**config.mk**
```make
export PLATFORM = sky130hd
export DESIGN_NAME = c2rs_rsp_fifo
export DESIGN_NICKNAME = d
export VERILOG_FILES = /design/src/rtl/c2rs_pkg.sv /design/src/rtl/c2rs_rsp_fifo.sv
export SDC_FILE = /design/constraint.sdc
export NUM_CORES = 1
export LEC_CHECK = 0
export ABC_CLOCK_PERIOD_IN_PS = 3900
export BUFFER_PORTS_ARGS = -buffer_cell sky130_fd_sc_hd__buf_2
export CAP_MARGIN = 20
export CORE_ASPECT_RATIO = 0.7
export CORE_MARGIN = 3
export CORE_UTILIZATION = 34
export DETAILED_ROUTE_END_ITERATION = 7
export GPL_ROUTABILITY_DRIVEN = 0
export PLACE_DENSITY = 0.54
export SYNTH_ARGS = -nofsm -noshare
export SYNTH_HDL_FRONTEND = slang
export SYNTH_SLANG_ARGS = --single-unit
export TNS_END_PERCENT = 10
```
**constraint.sdc**
```tcl
create_clock -name clock -period 3.9 [get_ports clock]
set_input_delay 0.39 -clock clock [delete_from_list [all_inputs] [get_ports clock]]
set_output_delay 0.39 -clock clock [all_outputs]
set_load 0.02 [all_outputs]
```
**src/rtl/c2rs_pkg.sv**
```systemverilog
`timescale 1ns / 1ps

package c2rs_pkg;

   // Block dimensions and arithmetic format.
   localparam int FILTER_COUNT = 8;
   localparam int KERNEL_SIZE  = 3;
   localparam int IMAGE_ROWS   = 16;
   localparam int IMAGE_COLS   = 64;
   localparam int DATA_WIDTH   = 16;
   localparam int FRAC_BITS    = 8;

   // Derived sizes.
   localparam int TAPS       = KERNEL_SIZE * KERNEL_SIZE;
   localparam int LINES      = KERNEL_SIZE - 1;
   localparam int LANES      = TAPS + 1;
   localparam int GROUP_SIZE = 4;
   localparam int GROUPS     = (LANES + GROUP_SIZE - 1) / GROUP_SIZE;
   localparam int FSEL_W     = (FILTER_COUNT > 1) ? $clog2(FILTER_COUNT) : 1;
   localparam int LANE_W     = $clog2(LANES);
   localparam int ROW_CNT_W  = $clog2(IMAGE_ROWS);
   localparam int COL_CNT_W  = $clog2(IMAGE_COLS);
   localparam int PROD_W     = 2 * DATA_WIDTH;
   localparam int PROD_EXT_W = PROD_W + FRAC_BITS;

   // Result queue sizing.
   localparam int RSP_DEPTH = 8;
   localparam int RSP_PTR_W = $clog2(RSP_DEPTH);
   localparam int CRED_W    = $clog2(RSP_DEPTH + 1);

   // Fixed field widths of the beats.
   localparam int CMD_W   = 2;
   localparam int FILT_W  = 3;
   localparam int TAP_W   = 2;
   localparam int VALUE_W = 16;
   localparam int OROW_W  = 4;
   localparam int OCOL_W  = 6;
   localparam int ACT_W   = 15;

   typedef enum logic [CMD_W-1:0] {
      CMD_SAMPLE = 2'd0,
      CMD_WEIGHT = 2'd1,
      CMD_BIAS   = 2'd2
   } cmd_type;

   typedef logic [DATA_WIDTH-1:0] data_type;
   typedef logic [TAPS-1:0][DATA_WIDTH-1:0] win_type;
   typedef logic [LANES-1:0][DATA_WIDTH-1:0] coef_row_type;
   typedef logic [LINES-1:0][DATA_WIDTH-1:0] line_ent_type;
   typedef logic [GROUPS-1:0][DATA_WIDTH-1:0] grp_type;

   typedef struct packed {
      logic [CMD_W-1:0]          command;
      logic [FILT_W-1:0]         filter_index;
      logic [TAP_W-1:0]          tap_row;
      logic [TAP_W-1:0]          tap_col;
      logic signed [VALUE_W-1:0] value;
   } req_type;

   typedef struct packed {
      logic [FILT_W-1:0] filter_id;
      logic [OROW_W-1:0] out_row;
      logic [OCOL_W-1:0] out_col;
      logic [ACT_W-1:0]  activation;
      logic              last_of_run;
   } rsp_type;

   // Window update handed from the line buffer to the filter sequencer.
   typedef struct packed {
      logic              emit;
      logic [OROW_W-1:0] out_row;
      logic [OCOL_W-1:0] out_col;
   } win_evt_type;

   // One lane write into the coefficient memory.
   typedef struct packed {
      logic              en;
      logic [FSEL_W-1:0] row;
      logic [LANE_W-1:0] lane;
      data_type          data;
   } coef_wr_type;

   // Sign-extend the beat value and wrap it to the data width.
   function automatic data_type to_data(input logic signed [VALUE_W-1:0] v);
      logic signed [63:0] x;
      x = 64'(v);
      return x[DATA_WIDTH-1:0];
   endfunction

endpackage

```
**src/rtl/c2rs_rsp_fifo.sv**
```systemverilog
`timescale 1ns / 1ps

module c2rs_rsp_fifo (
   input  logic              clock,
   input  logic              reset,
   input  logic              wr_valid,
   input  c2rs_pkg::rsp_type wr_data,
   output logic              rd_valid,
   input  logic              rd_ready,
   output c2rs_pkg::rsp_type rd_data
);

   c2rs_pkg::rsp_type               mem_ff [c2rs_pkg::RSP_DEPTH];
   logic [c2rs_pkg::RSP_PTR_W-1:0]  wr_ptr_ff;
   logic [c2rs_pkg::RSP_PTR_W-1:0]  rd_ptr_ff;
   logic [c2rs_pkg::CRED_W-1:0]     cnt_ff;
   logic                            pop;

   // The sequencer's credits keep writes from overrunning the queue.
   assign rd_valid = (cnt_ff != '0);
   assign rd_data  = mem_ff[rd_ptr_ff];
   assign pop      = rd_valid && rd_ready;

   always_ff @(posedge clock) begin
      if (reset) begin
         wr_ptr_ff <= '0;
         rd_ptr_ff <= '0;
         cnt_ff    <= '0;
      end else begin
         if (wr_valid) begin
            wr_ptr_ff <= c2rs_pkg::RSP_PTR_W'(wr_ptr_ff + 1'b1);
         end
         if (pop) begin
            rd_ptr_ff <= c2rs_pkg::RSP_PTR_W'(rd_ptr_ff + 1'b1);
         end
         cnt_ff <= c2rs_pkg::CRED_W'(cnt_ff + c2rs_pkg::CRED_W'(wr_valid)
                                     - c2rs_pkg::CRED_W'(pop));
      end
   end

   always_ff @(posedge clock) begin
      if (wr_valid) begin
         mem_ff[wr_ptr_ff] <= wr_data;
      end
   end

endmodule

```
# --- Word-level counts from Yosys, hierarchy flattened ---
# Memories as Yosys holds them, arrays and structs flattened. A register that Yosys moved wholly into a read port is not among the register bits.
# Index checks and enable logic that the tools add are counted.
classes:
  reduce_logical: 2
  muxes: 4
  n_addsub: 4
op_table:
  columns: ["op", "count"]
  rows:
  - ["3-bit by 1-bit adder with 3-bit output (second input constant)", 2]
  - ["3-bit two-way mux", 2]
  - ["4-bit by 1-bit adder with 4-bit output", 1]
  - ["4-bit nonzero test", 1]
  - ["4-bit by 1-bit subtractor with 4-bit output", 1]
  - ["1-bit two-way mux", 2]
  - ["1-bit logical AND", 1]
word_totals:
  reg_bits: 10
  ramBits: 232
  inputBits: 33
  out_inout_bits: 30
  n_memories: 1
memory_table:
  columns: ["memory", "words", "word_bits", "read_ports", "rd_clocked_by_memory_dff", "wr", "line_no", "text"]
  rows:
  - ["mem_ff", 8, 29, 1, 1, 1, "c2rs_rsp_fifo.sv:13", "c2rs_pkg::rsp_type mem_ff [c2rs_pkg::RSP_DEPTH];"]

# --- Longest topological paths before layout ---
depth:
  depth_word: 4
  mapped_depth: 11
  ltp_nobuf: 11

# --- Least setup slack after synthesis ---
# OpenSTA, ideal clock, no wires.
synth_timing:
  path_type: "reg2reg"
  from: "register wr_ptr_ff[2] (netlist name)"
  to: "memory mem_ff[0][0] (netlist name) (enable)"
  path_slack_ps: 949
  setup_time_ps: 451
  arrival_time_ps: 2500
  required_time_ps: 3449
  path_stages_with_launch: 3
  path_cell_list: "dfxtp_1 > nand2b_1 > nor3_1"
synth_lines:
  columns: ["item", "line_no", "text"]
  rows:
  - ["from (decl)", "c2rs_rsp_fifo.sv:14", "logic [c2rs_pkg::RSP_PTR_W-1:0] wr_ptr_ff;"]
  - ["from (signal assigned)", "c2rs_rsp_fifo.sv:31", "wr_ptr_ff <= c2rs_pkg::RSP_PTR_W'(wr_ptr_ff + 1'b1);"]
  - ["to (decl)", "c2rs_rsp_fifo.sv:13", null]
# No word-level cell before the write port.

==> impl_metrics.json <==
{
  "status": "finished clean",
  "syn_nets": 451,
  "maxCapViolCount": 0,
  "gr-total-overflow": 0,
  "port_buffers": 62,
  "yosysUniqueCellTypes": 31,
  "ir_drop_mv": 0.3300,
  "dr.pass1.iters": 4,
  "slew_viol_final": 0,
  "core_um2": 27030,
  "yosysWarnings": 0,
  "nets": 540,
  "h-tree-depth": 1,
  "die_area_um2": 29870,
  "crit_arrival_ns": 2.60,
  "reg2reg_to": "cnt_ff[1]",
  "utilization_pct": 41.06,
  "syn2layout_area_growth_pct": 17.42,
  "cts_setup_buffers": 0,
  "final_cells": 881,
  "cts_tree": "done",
  "max_freq_mhz": 334.3,
  "regArea_um2": 7233,
  "drive_gt1_share_pct": 39.65,
  "core.rowCount": 50,
  "diodes": 0,
  "grt_antenna_before_repair": 2,
  "setup_viol": 0,
  "netlist.area_leader.share_pct": 73.71,
  "cts.clk_slew.worst_paths_ns": 0.07,
  "ant_nets": 0,
  "p_leak_nw": 3.608,
  "syn_inst": 411,
  "use_met2_pct": 20.78,
  "r2r-start": "cnt_ff[2]",
  "fin_skew_ns": 0.02362,
  "slew_headroom_pct": 41.69,
  "io_pins": 63,
  "multiInputGateArea_um2": 2118,
  "synth.largest_area_cell": "edfxtp_1",
  "period_minus_slack_ns": 2.992,
  "insertion_delay_ns": 0.52,
  "wl_per_cell_um": 21.22,
  "fin_crit_sh_pct": 76.71,
  "rsz0062_at_grt": "false",
  "cts-resized-gates": 0,
  "yosysSeqAreaShare_pct": 76.46,
  "use_met1_pct": 17.75,
  "drc": 0,
  "synth.area.top_cells": "edfxtp_1 74%, mux4_2 11%, mux4_1 3.1%",
  "synth-seq-cells": 245,
  "dp_cells": 838,
  "grt_use_total_pct": 12.70,
  "required_ns": 3.51,
  "place_area_um2": 10290,
  "hold_violations": 0,
  "tightest_slew_ns": 0.8726,
  "dpl.hpwl_mm": 11.03,
  "design_area_um2": 11100,
  "clock-sinks": 245,
  "wirelength_mm": 18.69,
  "numCtsBuffers": 24,
  "top_usage_layer": "met2",
  "cp_max_fo": 24,
  "die_h_um": 145.5,
  "slowest_stage": "dfxtp_4",
  "cp-start-kind": "flop",
  "pre_cts_slack_ns": 1.357,
  "worstHoldPathType": "input port to flop",
  "synthesis.area_um2": 9452,
  "tns_ns": 0,
  "hold_depth": 1,
  "grt_pass1_vias": 4756,
  "avgSynthCellArea_um2": 23.00,
  "vias_per_cell": 4.846,
  "fin_ws_ns": 0.9082,
  "crit_type": "flop to primary output",
  "grt_max_degree": 37,
  "fillCellCount": 2393,
  "met3_usage_pct": 3.040,
  "slowest_delay_ns": 0.67,
  "rrSetupSlack_ns": 1.69,
  "start_util_pct": 34.97,
  "grt_pass1_wl_mm": 29.05,
  "die-width_um": 205.3,
  "worst_r2r_path_depth": 10,
  "min_to": "mem_ff[1][2]",
  "clockBufferDepth": 3,
  "via_count": 4269,
  "drt_iter0_markers": 203,
  "p_per_area_nw_per_um2": 574.1,
  "cp_cell_sequence": "buf_4, mux4_1, mux2_4, buf_2",
  "cts_hold_buf": 0,
  "critPathCaptureType": "primary output",
  "cts_root_buf": "clkbuf_16",
  "min_from": "wr_data[2]"
}
[layout make-up]
| class | instances | share of cell area [%] |
|---|---|---|
| clock buffer | 29 | 5.581 |
| sequential | 245 | 65.18 |
| inverter | 8 | 0.2706 |
| tap | 364 | 4.104 |
| clock inverter | 14 | 1.657 |
| timing repair buffer | 80 | 4.126 |
| multi-input combinational | 141 | 19.09 |
[worst max path at each step]
| stage | end | slack [ns] |
|---|---|---|
| floorplan | mem_ff[0][0] | 0.95 |
| detailed placement | rd_data[24] | 1.36 |
| CTS | rd_data[24] | 0.82 |
| finish | rd_data[24] | 0.91 |
| global route | rd_data[1] | 0.73 |
| global placement | rd_data[1] | 1.38 |
[power by group]
| part | switching [W] | total [W] | leakage (nW) | internal [W] |
|---|---|---|---|---|
| logic | 0.000498 | 0.000959 | 0.994 | 0.000461 |
| registers | 0.0000891 | 0.00306 | 2.22 | 0.00297 |
| clock network | 0.000949 | 0.00235 | 0.399 | 0.00140 |
| total | 0.00154 | 0.00637 | 3.61 | 0.00484 |
[sequential cells by signal (all words and copies together), names as in the netlist, named ones only]
| signal | cells |
|---|---|
| mem_ff | 232 |
| cnt_ff | 4 |
| rd_ptr_ff | 3 |
| wr_ptr_ff | 3 |
[layout by cell type (no fill, tap or decap), types with 4 or more instances in the layout]
cell type,n
buf_4,17
edfxtp_1,232
nand2b_1,4
inv_1,7
bufinv_16,4
dfxtp_1,10
nor2_4,6
buf_2,62
clkbuf_1,5
clkinv_2,7
mux2_4,10
mux4_2,47
clkbuf_16,24
ha_1,6
nor2_1,7
mux4_1,11
a21oi_1,6
mux2_2,19
nand2_1,5
[cells by family (layout without fill, tap and decap cells)]
kind of cell               count (synthesis)  after routing  share of synthesized area (%)
and+or+nand+nor                           31             31                          1.522
buffers and inverters                     25            131                          1.708
muxes                                     90             90                          18.45
AOI/OAI and AO/OA                         10             10                         0.5692
xor gates and xnor gates                   3              3                         0.2780
DFF                                      245            245                          76.46
adders and majority gates                  7              7                          1.006
[synth_stat cells]
master,instances
mux4_2,47
buf_6,1
or3_1,1
mux2_2,19
nor2b_1,2
fa_1,1
mux2i_1,1
inv_1,7
nand3_1,3
nor3_1,2
inv_2,1
nand2_1,5
mux4_1,11
o21ai_0,1
mux2_4,10
clkbuf_4,1
dfxtp_1,13
a21oi_1,6
xor2_1,2
ha_1,6
clkbuf_1,6
xnor2_1,1
o21ai_1,2
nor3b_1,1
nor2_1,13
edfxtp_1,232
mux2_1,2
buf_2,6
buf_12,3
nand2b_1,4
a31o_1,1
[per-stage QoR]
step / power (W) / hold WS, ns
3_5_place_dp: 0.004105 / 0.4977
4_1_cts: 0.006480 / 0.1071
2_1_floorplan: 0.003801 / 0.4822
6_report: 0.006371 / 0.1314
3_3_place_gp: 0.004080 / 0.4953
5_1_grt: 0.006667 / 0.1177
[layer usage]
| layer | vias up | share of wire [%] |
|---|---|---|
| met5 | - | 0.075 |
| met3 | 23 | 4.6 |
| met4 | 4 | 1.3 |
| li1 | 1890 | - |
| met2 | 80 | 48 |
| met1 | 2272 | 46 |
[worst max-delay path, delay by kind of cell (launching register included)]
family,cells,cell delay (ns)
buffers and inverters,2,0.52
flip-flops,1,0.67
multiplexers,2,0.88
(Power assumes the default switching activity.)
