$ cat src/rtl/c2rs_pkg.sv
`timescale 1ns / 1ps

package c2rs_pkg;

   // Block dimensions and arithmetic format.
   localparam int FILTER_COUNT = 8;
   localparam int KERNEL_SIZE  = 3;
   localparam int IMAGE_ROWS   = 16;
   localparam int IMAGE_COLS   = 64;
   localparam int DATA_WIDTH   = 16;
   localparam int FRAC_BITS    = 8;

   // Derived sizes.
   localparam int TAPS       = KERNEL_SIZE * KERNEL_SIZE;
   localparam int LINES      = KERNEL_SIZE - 1;
   localparam int LANES      = TAPS + 1;
   localparam int GROUP_SIZE = 4;
   localparam int GROUPS     = (LANES + GROUP_SIZE - 1) / GROUP_SIZE;
   localparam int FSEL_W     = (FILTER_COUNT > 1) ? $clog2(FILTER_COUNT) : 1;
   localparam int LANE_W     = $clog2(LANES);
   localparam int ROW_CNT_W  = $clog2(IMAGE_ROWS);
   localparam int COL_CNT_W  = $clog2(IMAGE_COLS);
   localparam int PROD_W     = 2 * DATA_WIDTH;
   localparam int PROD_EXT_W = PROD_W + FRAC_BITS;

   // Result queue sizing.
   localparam int RSP_DEPTH = 8;
   localparam int RSP_PTR_W = $clog2(RSP_DEPTH);
   localparam int CRED_W    = $clog2(RSP_DEPTH + 1);

   // Fixed field widths of the beats.
   localparam int CMD_W   = 2;
   localparam int FILT_W  = 3;
   localparam int TAP_W   = 2;
   localparam int VALUE_W = 16;
   localparam int OROW_W  = 4;
   localparam int OCOL_W  = 6;
   localparam int ACT_W   = 15;

   typedef enum logic [CMD_W-1:0] {
      CMD_SAMPLE = 2'd0,
      CMD_WEIGHT = 2'd1,
      CMD_BIAS   = 2'd2
   } cmd_type;

   typedef logic [DATA_WIDTH-1:0] data_type;
   typedef logic [TAPS-1:0][DATA_WIDTH-1:0] win_type;
   typedef logic [LANES-1:0][DATA_WIDTH-1:0] coef_row_type;
   typedef logic [LINES-1:0][DATA_WIDTH-1:0] line_ent_type;
   typedef logic [GROUPS-1:0][DATA_WIDTH-1:0] grp_type;

   typedef struct packed {
      logic [CMD_W-1:0]          command;
      logic [FILT_W-1:0]         filter_index;
      logic [TAP_W-1:0]          tap_row;
      logic [TAP_W-1:0]          tap_col;
      logic signed [VALUE_W-1:0] value;
   } req_type;

   typedef struct packed {
      logic [FILT_W-1:0] filter_id;
      logic [OROW_W-1:0] out_row;
      logic [OCOL_W-1:0] out_col;
      logic [ACT_W-1:0]  activation;
      logic              last_of_run;
   } rsp_type;

   // Window update handed from the line buffer to the filter sequencer.
   typedef struct packed {
      logic              emit;
      logic [OROW_W-1:0] out_row;
      logic [OCOL_W-1:0] out_col;
   } win_evt_type;

   // One lane write into the coefficient memory.
   typedef struct packed {
      logic              en;
      logic [FSEL_W-1:0] row;
      logic [LANE_W-1:0] lane;
      data_type          data;
   } coef_wr_type;

   // Sign-extend the beat value and wrap it to the data width.
   function automatic data_type to_data(input logic signed [VALUE_W-1:0] v);
      logic signed [63:0] x;
      x = 64'(v);
      return x[DATA_WIDTH-1:0];
   endfunction

endpackage

$ cat src/rtl/c2rs_coef_mem.sv
`timescale 1ns / 1ps

module c2rs_coef_mem (
   input  logic                         clock,
   input  logic                         reset,
   input  c2rs_pkg::coef_wr_type        wr,
   input  logic                         ren,
   input  logic [c2rs_pkg::FSEL_W-1:0]  raddr,
   output c2rs_pkg::coef_row_type       rdata
);

   c2rs_pkg::coef_row_type                                 mem [c2rs_pkg::FILTER_COUNT];
   c2rs_pkg::coef_row_type                                 rd_ff;
   logic [c2rs_pkg::FILTER_COUNT-1:0][c2rs_pkg::LANES-1:0] valid_ff;
   logic [c2rs_pkg::LANES-1:0]                             rd_valid_ff;

   // Lane valid bits stand in for clearing the memory at reset.
   always_ff @(posedge clock) begin
      if (reset) begin
         valid_ff    <= '0;
         rd_valid_ff <= '0;
      end else begin
         if (ren) begin
            rd_valid_ff <= valid_ff[raddr];
         end
         if (wr.en) begin
            valid_ff[wr.row][wr.lane] <= 1'b1;
         end
      end
   end

   // One row per filter: the weights and then the bias, one lane written per load.
   always_ff @(posedge clock) begin
      if (ren) begin
         rd_ff <= mem[raddr];
      end
      if (wr.en) begin
         mem[wr.row][wr.lane] <= wr.data;
      end
   end

   always_comb begin
      for (int k = 0; k < c2rs_pkg::LANES; k++) begin
         rdata[k] = rd_valid_ff[k] ? rd_ff[k] : '0;
      end
   end

endmodule

$ cat config.mk
export PLATFORM = sky130hd
export DESIGN_NAME = c2rs_coef_mem
export DESIGN_NICKNAME = d
export VERILOG_FILES = /design/src/rtl/c2rs_pkg.sv /design/src/rtl/c2rs_coef_mem.sv
export SDC_FILE = /design/constraint.sdc
export NUM_CORES = 1
export LEC_CHECK = 0
export BUFFER_PORTS_ARGS = -buffer_cell sky130_fd_sc_hd__buf_2
export CELL_PAD_IN_SITES_DETAIL_PLACEMENT = 1
export CELL_PAD_IN_SITES_GLOBAL_PLACEMENT = 1
export CORE_ASPECT_RATIO = 0.5
export CORE_MARGIN = 3
export CORE_UTILIZATION = 49
export CTS_BUF_LIST = sky130_fd_sc_hd__clkbuf_4 sky130_fd_sc_hd__clkbuf_8 sky130_fd_sc_hd__clkbuf_16
export DETAILED_ROUTE_END_ITERATION = 6
export GPL_ROUTABILITY_DRIVEN = 0
export PLACE_DENSITY_LB_ADDON = 0.1
export RECOVER_POWER = 100
export SLEW_MARGIN = 0
export SYNTH_ARGS = -nofsm -noshare
export SYNTH_HDL_FRONTEND = slang
export SYNTH_SLANG_ARGS = --single-unit
$ cat constraint.sdc
create_clock -name clock -period 2 [get_ports clock]
set_input_delay 0.1 -clock clock [delete_from_list [all_inputs] [get_ports clock]]
set_output_delay 0.1 -clock clock [all_outputs]
set_load 0.03 [all_outputs]
---- Word-level counts from Yosys, hierarchy flattened ----
Memory sizes are Yosys's and may differ from the RTL's. A register that Yosys moved wholly into a read port is not among the register bits.
Cells that the tools add are included.
storage, ports and cells
  flip-flop bits (word level) ............. 90
  latch bits .............................. 0
  memory bits (writable) .................. 1,280
  memory bits (read-only) ................. 0
  input bits .............................. 30
  output and inout port bits .............. 160
  logic and storage cells ................. 38
  memories ................................ 1
memory list
  memory  words  bits a word  rd ports  clocked after Yosys merged registers in  wr ports  line                 source
  mem     8      160          1         1                                        1         c2rs_coef_mem.sv:12  c2rs_pkg::coef_row_type mem [c2rs_pkg::FILTER_COUNT];
operators by class
  add/sub/neg operators ................... 0
  multiply operators ...................... 0
  divide/modulo/power cells ............... 0
  order comparisons ....................... 5
  eq/ne operators ......................... 0
  shift operators ......................... 0
  muxes and demuxes ....................... 20
  bitwise logic cells ..................... 1
  reductions and logical operators ........ 2
operator list
  operator              number
  $mux W16              11
  $mux W160             1
  $or A80 B80 Y80       1
  $demux W16 S4         1
  $bmux W10 S3          1
  $demux W10 S3         1
  $mux W10              2
  $lt A3 B4 Y1 const B  2
  $lt A4 B5 Y1 const B  1
  $demux W1 S4          1
  $ge A4 B1 Y1 const B  1
  $ge A3 B1 Y1 const B  1
  $logic_and A1 B1 Y1   2
  $mux W1               2

---- Depth between registers and ports, before layout ----
  word-level depth ........................ 7
  depth in mapped cells ................... 6
  depth with buffers taken out ............ 4

---- Worst setup path after synthesis ----
OpenSTA, ideal clock, no wires.
  path kind ............................... input -> register
  start ................................... input port wr[17] (netlist bit)
  end ..................................... memory mem[1][16] (netlist bit) (enable)
  library setup time ...................... 0.388 ns
  data arrival time ....................... 1.667 ns
  required time ........................... 1.612 ns
  setup slack ............................. -0.055 ns
  stages on the path ...................... 4
  path buffers ............................ 2
  path through ............................ buf_2 -> or4_1 -> clkbuf_1 -> nor2_1
between the ends
  longest elaborated chain between the ends .. 5
  elaborated cells on any way between the ends .. 6
  those cells by class .................... 2 x order compare; 3 x mux; 1 x reduce/logical
ends and longest elaborated chain
  what                                                                       line                 source
  start, declared                                                            c2rs_coef_mem.sv:6   input c2rs_pkg::coef_wr_type wr,
  $lt A4 B5 Y1 (implied by the code) / $ge A4 B1 Y1 (equally long branches)  c2rs_coef_mem.sv:38  mem[wr.row][wr.lane] <= wr.data;
  $logic_and A1 B1 Y1 (implied by the code)                                  c2rs_coef_mem.sv:38
  $mux W16 (implied by the code)                                             c2rs_coef_mem.sv:38
  $demux W16 S4 (*)                                                          c2rs_coef_mem.sv:38
  $mux W160 (implied by the code) (*)                                        c2rs_coef_mem.sv:38
  end, declared                                                              c2rs_coef_mem.sv:12
Every way passes the cells marked *; elsewhere a longest branch is shown, timed or not.

---- Worst setup path after layout ----
  start ................................... input port wr[17] (netlist bit)
  end ..................................... memory mem[4][21] (netlist bit) (enable)
The elaborated chain is that of the path after synthesis.

==> summary.md <==
| Metric | Value |
|---|---|
| Status | complete, but fails checks |
| Failing checks | capacitance limit, slew limit |
| Sink Count | 1530 |
| Reg2Reg Depth | 2 |
| Cell taking the most area after synthesis | edfxtp_1 |
| # H-tree levels | 4 |
| Fraction of layout cells with a size suffix above 1 | between 30% and 40% |
| TritonCTS clock tree | built |
| Pre-Repair DR Iteration Count | 5 |
| Wire length per cell | 29.3 µm |
| Worst Tran Pin Value | 1.81 ns |
| Synthesis Warnings | 0 |
| Most common cell in the netlist | edfxtp_1 |
| Grt ovf | 0 |
| Hold EP | rd_ff[143] |
| Leakage | about 0.022 µW |
| Critical Path Sink Type | register |
| Maximum clock path buffer count | 3 |
| DPL Wire Length | 83500 µm |
| Final min period | 1.96 ns |
| EDFF count, synth | 1440 |
| Synth cell types | 35 |
| Dpl cell area | approximately 63000 µm² |
| Reg-to-Reg Start | mem[6][90] |
| Via count | around 28000 |
| VDD IR max | 0.600 mV |
| Worst clock skew | 0.0181 ns |
| Top post-synthesis cells by count | 1440 x edfxtp_1, 320 x mux4_2, 180 x nor2_1 |
| Worst path arrival time | between 2 and 2.5 ns |
| Number of global-route vias before repair | about 30000 |
| WP data required | 2.39 ns |
| Synthesis-to-finish area growth | 15.4% |
| Post-synthesis instance total | 2676 |
| MaxCap Viol Count | 4 |
| Top cell family by delay on the critical path | buffers and inverters |
| Hold Fails Final Rpt | 0 |
| Buffers on Ports | between 150 and 200 |
| Bufs and invs on worst path | 4 |
| Stages on worst setup path | 6 |
| Synth Flop Type | edfxtp_1 |
| Area contributors post-synth | edfxtp_1 75%, mux4_2 12%, mux2_2 3.2%, dfxtp_1 3.1%, and2_1 1.7% |
| CP max stage cell | dlygate4sd3_1 |
| CP Cell Sequence | dlygate4sd3_1 -> clkbuf_1 -> or4_1 -> clkbuf_4 -> nor2_1 -> buf_2 |
| Max-slew violations | 270 |
| Syn nets | between 2000 and 3000 |
| Hold Startpoint | raddr[2] |
| Starting Density | 49.8% |
| Largest net degree at the start of global routing | 81 |
| Boundary Pins | 190 |
| Hold Slack | 0.0381 ns |
| Post-route cell area | 66800 µm² |
| PD cells | 983 nW/µm² |
| Setup TNS | 0 ns |
| Antenna violations before repair | 15 |
| CTS Buf Count | 136 |
| Antenna-violating nets left | 0 |
| Worst hold stages | 3 |
| Die ar. | 123000 µm² |
| Critical path's largest stage delay | slightly below 0.6 ns |
| FF-to-FF End | rd_ff[90] |
| Die width | 492 µm |
| GRT Total Usage | 23.3% |
| Worst-Skew Late Latency | ~0.75 ns |
| R2R setup slack | 0.52 ns |
| RSZ-0062 raised after global routing | no |
| Placed cell count | 4546 |
| Vert. Die Dim | roughly 250 µm |
| First-pass GRT wire length | roughly 210000 µm |
| Post-Syn Area per Cell | 21.6 µm² |
| Row Count | 88 |
| Cell area after synthesis | 57900 µm² |
| Vias per cell | 5.83 |
| DRT iter0 DRCs | 3047 |
| Worst-path clk slew | roughly 0.070 ns |
| Critical path startpoint category | primary input |
| CP Class | in2reg |
| Final setup fails | 0 |
| WL final | 141000 µm |
| CTS root buf | clkbuf_16 |
| Synth top area share | between 70% and 80% |
| Register bit total from synthesis | 1530 |
| Fin cells | approximately 4800 |
| Post-layout nets | between 3000 and 4000 |
| Worst slew margin | -20.3% |
| Worst hold-check path type | in2reg |
| Peak Freq | 511 MHz |
| DRC | 0 |
| Final Cycle Share | roughly 98% |
| Core box area | between 100000 and 150000 µm² |
| Post-synthesis sequential area ratio | around 78% |
| Fin util | a little under three fifths |
| Crit-path max FO | 16 |
| Async SR Flop Fraction | 0% |
==> power breakdown <==
part	internal (µW)	leakage [µW]	switching (µW)
registers	35400	0.0138	145
clock network	15000	0.00224	11600
logic	1310	0.00589	2160
total	51700	0.0219	13900
==> cell type report <==
| class | instances | area [µm²] |
|---|---|---|
| Antenna cell | 4 | 10.0 |
| Clock buffer | 173 | 3790 |
| Clock inverter | 75 | 701 |
| Fill cell | 10000 | 49500 |
| Multi-Input combinational cell | 1012 | 12100 |
| Sequential cell | 1530 | 45000 |
| Tap cell | 1575 | 1970 |
| Timing Repair Buffer | 452 | 3200 |
==> stage by stage <==
step | setup WS (ns) | power, µW
after CTS | 0.00550 | 66400
after floorplan | -0.0554 | 38100
after global routing | 0.00197 | 67800
after detailed placement | 0.0589 | 39800
final | 0.0429 | 65600
after global placement | 0.0912 | 39800
==> sequential cells by signal, indices dropped and copies added (netlist names) <==
register	cells
rd_valid_ff	10
mem	1280
valid_ff	80
rd_ff	160
==> cell usage in the layout (no fill, tap or decap), types with 3 or more instances in the layout <==
cell | Yosys | layout
dfxtp_2 | 0 | 4
dlygate4sd3_1 | 0 | 23
and2_0 | 0 | 10
a221o_1 | 10 | 10
nand2_1 | 7 | 7
mux4_2 | 320 | 320
clkbuf_4 | 0 | 56
diode_2 | 0 | 4
nand3_1 | 5 | 5
a211oi_1 | 10 | 10
nand3b_1 | 4 | 4
mux2i_1 | 20 | 20
clkbuf_16 | 0 | 141
clkbuf_1 | 61 | 64
and2_1 | 161 | 150
mux2_2 | 165 | 153
inv_6 | 0 | 10
o22ai_1 | 10 | 10
edfxtp_1 | 1440 | 1440
a21oi_1 | 80 | 80
clkinvlp_4 | 0 | 3
buf_4 | 2 | 54
mux2_1 | 15 | 27
nor2_1 | 180 | 179
bufinv_16 | 0 | 12
buf_12 | 0 | 45
clkbuf_8 | 0 | 4
dfxtp_1 | 90 | 86
clkinv_2 | 0 | 22
and3b_1 | 3 | 3
buf_2 | 19 | 66
clkbuf_2 | 0 | 170
clkinv_1 | 0 | 25
==> worst register-to-register path, stage by stage, from the launching register on <==
cell      delay, ns
edfxtp_1       0.38
mux4_2         0.56
mux2_2         0.30
==> kinds of logic after synthesis <==
| family | Yosys count | share of synthesized area [%] |
|---|---|---|
| muxes | 520 | 16.3 |
| AOI/OAI and AO/OA | 110 | 1.10 |
| buffers and inverters | 134 | 1.36 |
| and+or+nand+nor | 382 | 3.41 |
| DFF | 1530 | 77.8 |
==> how the worst max path moves through the flow <==
stage | startpoint | slack [ns] | end
2_1_floorplan | wr[17] | -0.06 | mem[1][16]
3_3_place_gp | wr[23] | 0.09 | mem[2][74]
3_5_place_dp | wr[23] | 0.06 | mem[0][135]
4_1_cts | rd_valid_ff[7] | 0.005 | rdata[120]
5_1_grt | rd_valid_ff[3] | 0.002 | rdata[50]
6_report | wr[17] | 0.04 | mem[4][21]
==> per-layer routing <==
metal	vias to the layer above	global-route usage [%]	wire length, µm	part of all wire (%)
met2	908	36.9	67600	48
met5	-	0	0	0
met1	15200	34.8	62200	44
met4	0	5.63	2350	1.7
met3	149	3.28	9370	6.6
li1	11800	-	-	-
==> repair_timing <==
| item | 4_1_cts | 5_1_grt |
|---|---|---|
| endpoints found under the setup margin | 55 | 2 |
| hold buffers | 23 | 0 |
| hold endpoints to repair | 978 | 0 |
| buffers inserted | 0 | 0 |
| resized for setup | 5 | 1 |
Note: power is estimated with default switching activity, not from simulation.
