--- src/rtl/c2rs_pkg.sv ---
`timescale 1ns / 1ps

package c2rs_pkg;

   // Block dimensions and arithmetic format.
   localparam int FILTER_COUNT = 8;
   localparam int KERNEL_SIZE  = 3;
   localparam int IMAGE_ROWS   = 16;
   localparam int IMAGE_COLS   = 64;
   localparam int DATA_WIDTH   = 16;
   localparam int FRAC_BITS    = 8;

   // Derived sizes.
   localparam int TAPS       = KERNEL_SIZE * KERNEL_SIZE;
   localparam int LINES      = KERNEL_SIZE - 1;
   localparam int LANES      = TAPS + 1;
   localparam int GROUP_SIZE = 4;
   localparam int GROUPS     = (LANES + GROUP_SIZE - 1) / GROUP_SIZE;
   localparam int FSEL_W     = (FILTER_COUNT > 1) ? $clog2(FILTER_COUNT) : 1;
   localparam int LANE_W     = $clog2(LANES);
   localparam int ROW_CNT_W  = $clog2(IMAGE_ROWS);
   localparam int COL_CNT_W  = $clog2(IMAGE_COLS);
   localparam int PROD_W     = 2 * DATA_WIDTH;
   localparam int PROD_EXT_W = PROD_W + FRAC_BITS;

   // Result queue sizing.
   localparam int RSP_DEPTH = 8;
   localparam int RSP_PTR_W = $clog2(RSP_DEPTH);
   localparam int CRED_W    = $clog2(RSP_DEPTH + 1);

   // Fixed field widths of the beats.
   localparam int CMD_W   = 2;
   localparam int FILT_W  = 3;
   localparam int TAP_W   = 2;
   localparam int VALUE_W = 16;
   localparam int OROW_W  = 4;
   localparam int OCOL_W  = 6;
   localparam int ACT_W   = 15;

   typedef enum logic [CMD_W-1:0] {
      CMD_SAMPLE = 2'd0,
      CMD_WEIGHT = 2'd1,
      CMD_BIAS   = 2'd2
   } cmd_type;

   typedef logic [DATA_WIDTH-1:0] data_type;
   typedef logic [TAPS-1:0][DATA_WIDTH-1:0] win_type;
   typedef logic [LANES-1:0][DATA_WIDTH-1:0] coef_row_type;
   typedef logic [LINES-1:0][DATA_WIDTH-1:0] line_ent_type;
   typedef logic [GROUPS-1:0][DATA_WIDTH-1:0] grp_type;

   typedef struct packed {
      logic [CMD_W-1:0]          command;
      logic [FILT_W-1:0]         filter_index;
      logic [TAP_W-1:0]          tap_row;
      logic [TAP_W-1:0]          tap_col;
      logic signed [VALUE_W-1:0] value;
   } req_type;

   typedef struct packed {
      logic [FILT_W-1:0] filter_id;
      logic [OROW_W-1:0] out_row;
      logic [OCOL_W-1:0] out_col;
      logic [ACT_W-1:0]  activation;
      logic              last_of_run;
   } rsp_type;

   // Window update handed from the line buffer to the filter sequencer.
   typedef struct packed {
      logic              emit;
      logic [OROW_W-1:0] out_row;
      logic [OCOL_W-1:0] out_col;
   } win_evt_type;

   // One lane write into the coefficient memory.
   typedef struct packed {
      logic              en;
      logic [FSEL_W-1:0] row;
      logic [LANE_W-1:0] lane;
      data_type          data;
   } coef_wr_type;

   // Sign-extend the beat value and wrap it to the data width.
   function automatic data_type to_data(input logic signed [VALUE_W-1:0] v);
      logic signed [63:0] x;
      x = 64'(v);
      return x[DATA_WIDTH-1:0];
   endfunction

endpackage

--- src/rtl/c2rs_line_win.sv ---
`timescale 1ns / 1ps

module c2rs_line_win (
   input  logic                  clock,
   input  logic                  reset,
   input  logic                  smp_valid,
   output logic                  smp_ready,
   input  c2rs_pkg::data_type    smp_data,
   output logic                  evt_valid,
   input  logic                  evt_ready,
   output c2rs_pkg::win_evt_type evt,
   output c2rs_pkg::win_type     win
);

   logic [c2rs_pkg::ROW_CNT_W-1:0] row_ff, row_in;
   logic [c2rs_pkg::COL_CNT_W-1:0] col_ff, col_in;
   logic                           filled_ff, filled_in;
   logic                           s1_valid_ff, s1_valid_in;
   c2rs_pkg::data_type             s1_value_ff;
   logic [c2rs_pkg::ROW_CNT_W-1:0] s1_row_ff;
   logic [c2rs_pkg::COL_CNT_W-1:0] s1_col_ff;
   logic                           rd_ok_ff;
   c2rs_pkg::line_ent_type         rd_ff;
   c2rs_pkg::win_type              win_ff, win_in;
   c2rs_pkg::line_ent_type         line_data;
   c2rs_pkg::line_ent_type         new_ent;
   c2rs_pkg::line_ent_type         line_mem [c2rs_pkg::IMAGE_COLS];
   logic                           acc;
   logic                           hand;
   logic                           col_last;
   logic                           row_last;

   assign smp_ready = !s1_valid_ff || evt_ready;
   assign acc       = smp_valid && smp_ready;
   assign hand      = s1_valid_ff && evt_ready;
   assign evt_valid = s1_valid_ff;
   assign win       = win_ff;

   // Raster position of the next sample.
   assign col_last = (col_ff == c2rs_pkg::COL_CNT_W'(c2rs_pkg::IMAGE_COLS - 1));
   assign row_last = (row_ff == c2rs_pkg::ROW_CNT_W'(c2rs_pkg::IMAGE_ROWS - 1));

   always_comb begin
      row_in      = row_ff;
      col_in      = col_ff;
      filled_in   = filled_ff;
      s1_valid_in = s1_valid_ff;
      if (hand) begin
         s1_valid_in = 1'b0;
      end
      if (acc) begin
         s1_valid_in = 1'b1;
         if (col_last) begin
            col_in    = '0;
            filled_in = 1'b1;
            row_in    = row_last ? '0 : c2rs_pkg::ROW_CNT_W'(row_ff + 1'b1);
         end else begin
            col_in = c2rs_pkg::COL_CNT_W'(col_ff + 1'b1);
         end
      end
   end

   // Line entries read before any full row was stored read as zero.
   assign line_data = rd_ok_ff ? rd_ff : '0;

   // Shift the column of stored lines up and append the sample.
   always_comb begin
      for (int k = 0; k < c2rs_pkg::LINES - 1; k++) begin
         new_ent[k] = line_data[k + 1];
      end
      new_ent[c2rs_pkg::LINES-1] = s1_value_ff;
   end

   // Shift the window one column left and insert the new column.
   always_comb begin
      for (int r = 0; r < c2rs_pkg::KERNEL_SIZE; r++) begin
         for (int c = 0; c < c2rs_pkg::KERNEL_SIZE - 1; c++) begin
            win_in[r*c2rs_pkg::KERNEL_SIZE + c] = win_ff[r*c2rs_pkg::KERNEL_SIZE + c + 1];
         end
      end
      for (int r = 0; r < c2rs_pkg::LINES; r++) begin
         win_in[r*c2rs_pkg::KERNEL_SIZE + c2rs_pkg::KERNEL_SIZE - 1] = line_data[r];
      end
      win_in[c2rs_pkg::TAPS-1] = s1_value_ff;
   end

   // Window event for the filter sequencer.
   always_comb begin
      evt.emit    = (s1_row_ff >= c2rs_pkg::ROW_CNT_W'(c2rs_pkg::KERNEL_SIZE - 1)) &&
                    (s1_col_ff >= c2rs_pkg::COL_CNT_W'(c2rs_pkg::KERNEL_SIZE - 1));
      evt.out_row = c2rs_pkg::OROW_W'(c2rs_pkg::ROW_CNT_W'(
                       s1_row_ff - c2rs_pkg::ROW_CNT_W'(c2rs_pkg::KERNEL_SIZE - 1)));
      evt.out_col = c2rs_pkg::OCOL_W'(c2rs_pkg::COL_CNT_W'(
                       s1_col_ff - c2rs_pkg::COL_CNT_W'(c2rs_pkg::KERNEL_SIZE - 1)));
   end

   // Control state.
   always_ff @(posedge clock) begin
      if (reset) begin
         row_ff      <= '0;
         col_ff      <= '0;
         filled_ff   <= 1'b0;
         s1_valid_ff <= 1'b0;
         rd_ok_ff    <= 1'b0;
         win_ff      <= '0;
      end else begin
         row_ff      <= row_in;
         col_ff      <= col_in;
         filled_ff   <= filled_in;
         s1_valid_ff <= s1_valid_in;
         if (acc) begin
            rd_ok_ff <= filled_ff;
         end
         if (hand) begin
            win_ff <= win_in;
         end
      end
   end

   // Sample held while its line column is read.
   always_ff @(posedge clock) begin
      if (acc) begin
         s1_value_ff <= smp_data;
         s1_row_ff   <= row_ff;
         s1_col_ff   <= col_ff;
      end
   end

   // Line memory: read at accept, written back when the window moves.
   always_ff @(posedge clock) begin
      if (acc) begin
         rd_ff <= line_mem[col_ff];
      end
      if (hand) begin
         line_mem[s1_col_ff] <= new_ent;
      end
   end

endmodule

--- config.mk ---
export PLATFORM = sky130hd
export DESIGN_NAME = c2rs_line_win
export DESIGN_NICKNAME = d
export VERILOG_FILES = /design/src/rtl/c2rs_pkg.sv /design/src/rtl/c2rs_line_win.sv
export SDC_FILE = /design/constraint.sdc
export NUM_CORES = 2
export LEC_CHECK = 0
export ABC_AREA = 1
export ABC_CLOCK_PERIOD_IN_PS = 3530
export BUFFER_PORTS_ARGS = -buffer_cell sky130_fd_sc_hd__clkbuf_2
export CAP_MARGIN = 20
export CORE_ASPECT_RATIO = 1.4
export CORE_UTILIZATION = 30
export DETAILED_ROUTE_END_ITERATION = 8
export GPL_ROUTABILITY_DRIVEN = 0
export PLACE_DENSITY = 0.49
export SLEW_MARGIN = 20
export SYNTH_ARGS = -nofsm -noshare
export SYNTH_HDL_FRONTEND = slang
export SYNTH_SLANG_ARGS = --single-unit
--- constraint.sdc ---
create_clock -name clock -period 3.53 [get_ports clock]
set_clock_uncertainty 0.1 [all_clocks]
set_input_delay 0.353 -clock clock [delete_from_list [all_inputs] [get_ports clock]]
set_output_delay 0.353 -clock clock [all_outputs]
set_load 0.005 [all_outputs]
# After elaboration in Yosys (flattened, before gate mapping)
# Memory sizes are Yosys's and may differ from the RTL's. A register that Yosys moved wholly into a read port is not among the register bits.
# Cells that the tools add are included.
[op_classes]
n_reduce_logical = 7
n_eq_ne = 2
magnitude_cmp = 2
n_mux = 7
addsub = 4
[ops]
columns = ["cell", "count"]
rows = [
  ["32-bit two-way mux", 1],
  ["6-bit by 1-bit adder with 6-bit output, second input constant", 1],
  ["6-bit == test, second input constant", 1],
  ["6-bit by 2-bit greater-or-equal comparator with 1-bit output, second input constant", 1],
  ["6-bit two-way mux", 1],
  ["6-bit by 2-bit subtractor with 6-bit output, second input constant", 1],
  ["4-bit by 1-bit adder with 4-bit output, second input constant", 1],
  ["4-bit == test, second input constant", 1],
  ["4-bit by 2-bit greater-or-equal comparator with 1-bit output, second input constant", 1],
  ["1-bit two-way mux", 4],
  ["4-bit two-way mux", 1],
  ["4-bit by 2-bit subtractor with 4-bit output, second input constant", 1],
  ["1-bit logical AND", 3],
  ["2-bit AND reduction", 1],
  ["2-bit nonzero test", 1],
  ["1-bit logical NOT", 1],
  ["1-bit logical OR", 1],
]
[totals]
mem_count = 1
elab_cells = 40
ramBits = 2048
register_bits = 183
out_inout_bits = 157
[memory_table]
columns = ["memory", "depth", "width", "read_ports", "rd_clocked_by_memory_dff", "write_ports", "line_no", "source"]
rows = [
  ["line_mem", 64, 32, 1, 1, 1, "c2rs_line_win.sv:27", "c2rs_pkg::line_ent_type line_mem [c2rs_pkg::IMAGE_COLS];"],
]

# Depth between registers and ports, before layout
[logic_depth]
ltp_word = 4
ltp_mapped = 16
mapped_depth_nobuf = 12

# Worst setup path after synthesis
# Ideal clock, no wire load.
[synth_timing]
path_type = "register to register"
start = "register s1_valid_ff, in the netlist evt_valid"
end = "memory line_mem[0][0] (netlist name) (enable)"
n_path_buf = 1
stages_incl_launch_ff = 6
synth_period_minus_slack_ns = 2.953
arrival_ns = 2.432
setup_ns = 0.421
setup_slack_ns = 0.577
cell_sequence = "dfxtp_1 nand2_1 clkinv_1 clkbuf_1 nand3_1 nor2_1"
[synth_between]
elab_chain_cells = 3
[synth_rtl]
columns = ["item", "line_no", "source"]
rows = [
  ["start, declared", "c2rs_line_win.sv:18", "logic s1_valid_ff, s1_valid_in;"],
  ["start signal, assigned", "c2rs_line_win.sv:110", "s1_valid_ff <= s1_valid_in;"],
  ["1-bit logical AND", "c2rs_line_win.sv:35", "assign hand = s1_valid_ff && evt_ready;"],
  ["1-bit two-way mux", "c2rs_line_win.sv:134", "if (hand) begin"],
  ["1-bit two-way mux (not written as such)", "c2rs_line_win.sv:135", "line_mem[s1_col_ff] <= new_ent;"],
  ["end, declared", "c2rs_line_win.sv:27", ""],
]
# No other way between the ends.

==> impl_metrics.tcl <==
set metrics [dict create \
    ys_types 27 \
    worstSetupPathType "reg2reg" \
    num_vias 64100 \
    cts_resized 0 \
    drc 0 \
    cts_max_level 4 \
    track_usage 0.194 \
    min_period_over_period 0.996 \
    tightest_slew_ns 1.08 \
    synth.top_cell.area_share 0.670 \
    cts.clk_slew.worst_paths_ns 0.07 \
    synthMuxAreaShare 0 \
    core_region_area_um2 313000 \
    clock_path_buffers 4 \
    synth_commonest_cells "nand2_1, edfxtp_1, inv_1" \
    synth-compound-area-share 0.0269 \
    setup_violations 0 \
    yosys.area_share.simple 0.200 \
    cp_data_arrival_time_ns 4.10 \
    synth_adder_area_share 0.000928 \
    synth_seq_cells 2263 \
    yosys-top-cells-area "edfxtp_1, nand2_1, nand3_1" \
    ys_warn_count 0 \
    slew_violations 0 \
    crit_path_max_fanout 150 \
    portBuffers 176 \
    relSlewSlack 0.279 \
    synth-edff-count 2106 \
    r2r-start "col_ff[0]" \
    ir_drop_v 0.000355 \
    endpoint_kind "flip-flop" \
    antenna_found_initial 27 \
    grt_pass1_vias 62500 \
    syn_area_um2 94400 \
    fillCellCount 31200 \
    maxCapViolCount 0 \
    max_freq_mhz 284 \
    worstHoldPathType "in2reg" \
    grt_setup_unrepaired "false" \
    routed_wirelength_um 313000 \
    whs_path_depth 2 \
    status "completed" \
    nets 9221 \
    dp_hpwl_um 180000 \
    avgSynthCellArea_um2 10.5 \
    initial_core_util 0.302 \
    power_density_nw_per_um2 526 \
    hold_end "s1_value_ff[2]" \
    die_x_um 476 \
    yosysSeqAreaShare 0.703 \
    synth_ff_type "edfxtp_1" \
    final_cells 13500 \
    cts_tree "yes" \
    cts.sinks 2263 \
    grt_overflow 0 \
    std_cell_rows 243 \
    p_leak_nw 43.1 \
    cts-root-buf "clkbuf_16" \
    yosysMostFrequentCell "nand2_1" \
    syn_inst 8982 \
    total_power_mw 57.2 \
    dp.cells 13100 \
    grt_pass1_wl_um 447000 \
    dieArea_um2 317000 \
    finalSetupTns_ns 0 \
    ant_nets 0 \
    areaGrowthSynthToFinish_pct 15.2 \
    synth_top_area_cell "edfxtp_1" \
    drive_gt1_frac 0.0934 \
    post-route-util 0.347 \
    synth_nets 9009 \
    via_per_inst 4.73 \
    cts_buffers 219 \
    async_flop_share 0 \
    synthXorXnorAreaFrac 0.000371 \
    reg2reg_slack_ns 0.01 \
    critPathRequiredTime_ns 4.12 \
    r2r_end "rd_ff[9]" \
    avgRoutedWirePerCell_um 23.1 \
    drt_first_pass_iters 8 \
    crit_path_start_kind "flip-flop" \
    clock_latency_ns 0.88 \
    worstRegToRegCells 10 \
    hold_viol_final 0 \
    drt_iter0_drc 5785 \
    min-delay-start "smp_data[2]" \
    synth_top_family_by_area "simple AND/OR/NAND/NOR gates" \
    final.min_clock_period_ns 3.52 \
    die_h_um 666 \
    io_pins 177 \
    grt_start_max_net_pins 151 \
]
power breakdown:
group	switching, mW	total (mW)	internal (mW)	leakage, nW
sequential	0.209	29.7	29.5	20.5
clock	10.4	23.0	12.7	3.34
combinational	3.32	4.51	1.18	19.2
flip-flops by register name, indices dropped and copies added (netlist names):
name         flops
line_mem      2048
win            144
rd_ff           32
s1_value_ff     16
col_ff           6
s1_col_ff        6
row_ff           4
s1_row_ff        4
evt_valid        1
filled_ff        1
rd_ok_ff         1
worst max path at each step:
stage,from,slack (ns),end,cells past startpoint
after global placement,col_ff[0],0.22,rd_ff[9],10
after floorplan,evt_valid,0.58,line_mem[0][0],5
after detailed placement,col_ff[0],0.23,rd_ff[9],10
after global routing,col_ff[0],0.006,rd_ff[9],10
final,col_ff[0],0.01,rd_ff[9],10
after CTS,col_ff[0],0.16,rd_ff[9],10
layout by cell type, fill, tap and decap left out, types with 50 or more instances in the layout:
cell type,netlist,final
nand2_1,2774,2773
edfxtp_1,2106,2106
inv_1,1041,1021
nand3_1,974,974
nor2_1,884,819
o21ai_0,335,335
clkbuf_16,0,225
buf_4,77,189
clkbuf_2,1,176
dfxtp_1,157,153
a21oi_1,96,96
buf_12,0,89
o21ai_1,66,66
nor2_4,0,65
clkinv_1,4,52
clkbuf_1,171,50
timing repair:
item	CTS	global route
hold buffers	19	0
buffers inserted	0	0
endpoints found under the hold margin	46	0
per-stage QoR:
step	setup WS, ns	instance area [um^2]	hold slack [ns]
2_1_floorplan	0.577	94400	0.303
3_3_place_gp	0.222	102000	0.350
3_5_place_dp	0.225	102000	0.355
4_1_cts	0.162	109000	0.0523
5_1_grt	0.00640	109000	0.0857
6_report	0.0141	109000	0.114
area by class of cell:
| cell class | instances | area [um^2] | share of cell area |
|---|---|---|---|
| antenna | 5 | 12.5 | 0.000115 |
| clock buffer | 278 | 5860 | 0.0539 |
| clock inverter | 118 | 930 | 0.00855 |
| inverter | 1048 | 3970 | 0.0365 |
| multi-input combinational | 5189 | 22000 | 0.203 |
| sequential | 2263 | 66400 | 0.611 |
| tap | 4165 | 5210 | 0.0480 |
| timing repair buffer | 473 | 4270 | 0.0393 |
cell families after synthesis:
family                   count (synthesis)
XOR/XNOR                                 4
AO/OA/AOI/OAI                          504
flip-flops                            2263
adder cells (fa/ha/maj)                  7
AND/OR/NAND/NOR                       4674
buffers and inverters                 1530
per-layer routing:
| metal | up-vias | part of all wire | track usage |
|---|---|---|---|
| met2 | 1842 | 0.50 | 0.341 |
| met1 | 31900 | 0.39 | 0.229 |
| met3 | 508 | 0.053 | 0.0230 |
| li1 | 29800 | - | - |
| met5 | - | 0.00011 | 0 |
| met4 | 6 | 0.064 | 0.108 |
critical path: stages, from the launching register on:
cell	delay, ns
dfxtp_4	0.44
inv_8	0.41
buf_12	0.47
nand2_1	0.10
nand2_1	0.09
nand2_1	0.05
a21oi_1	0.15
nor2_1	0.09
nand2_1	0.33
nand3_1	0.61
nand2_1	0.22
No activity file was read; power rests on OpenSTA's default activity.
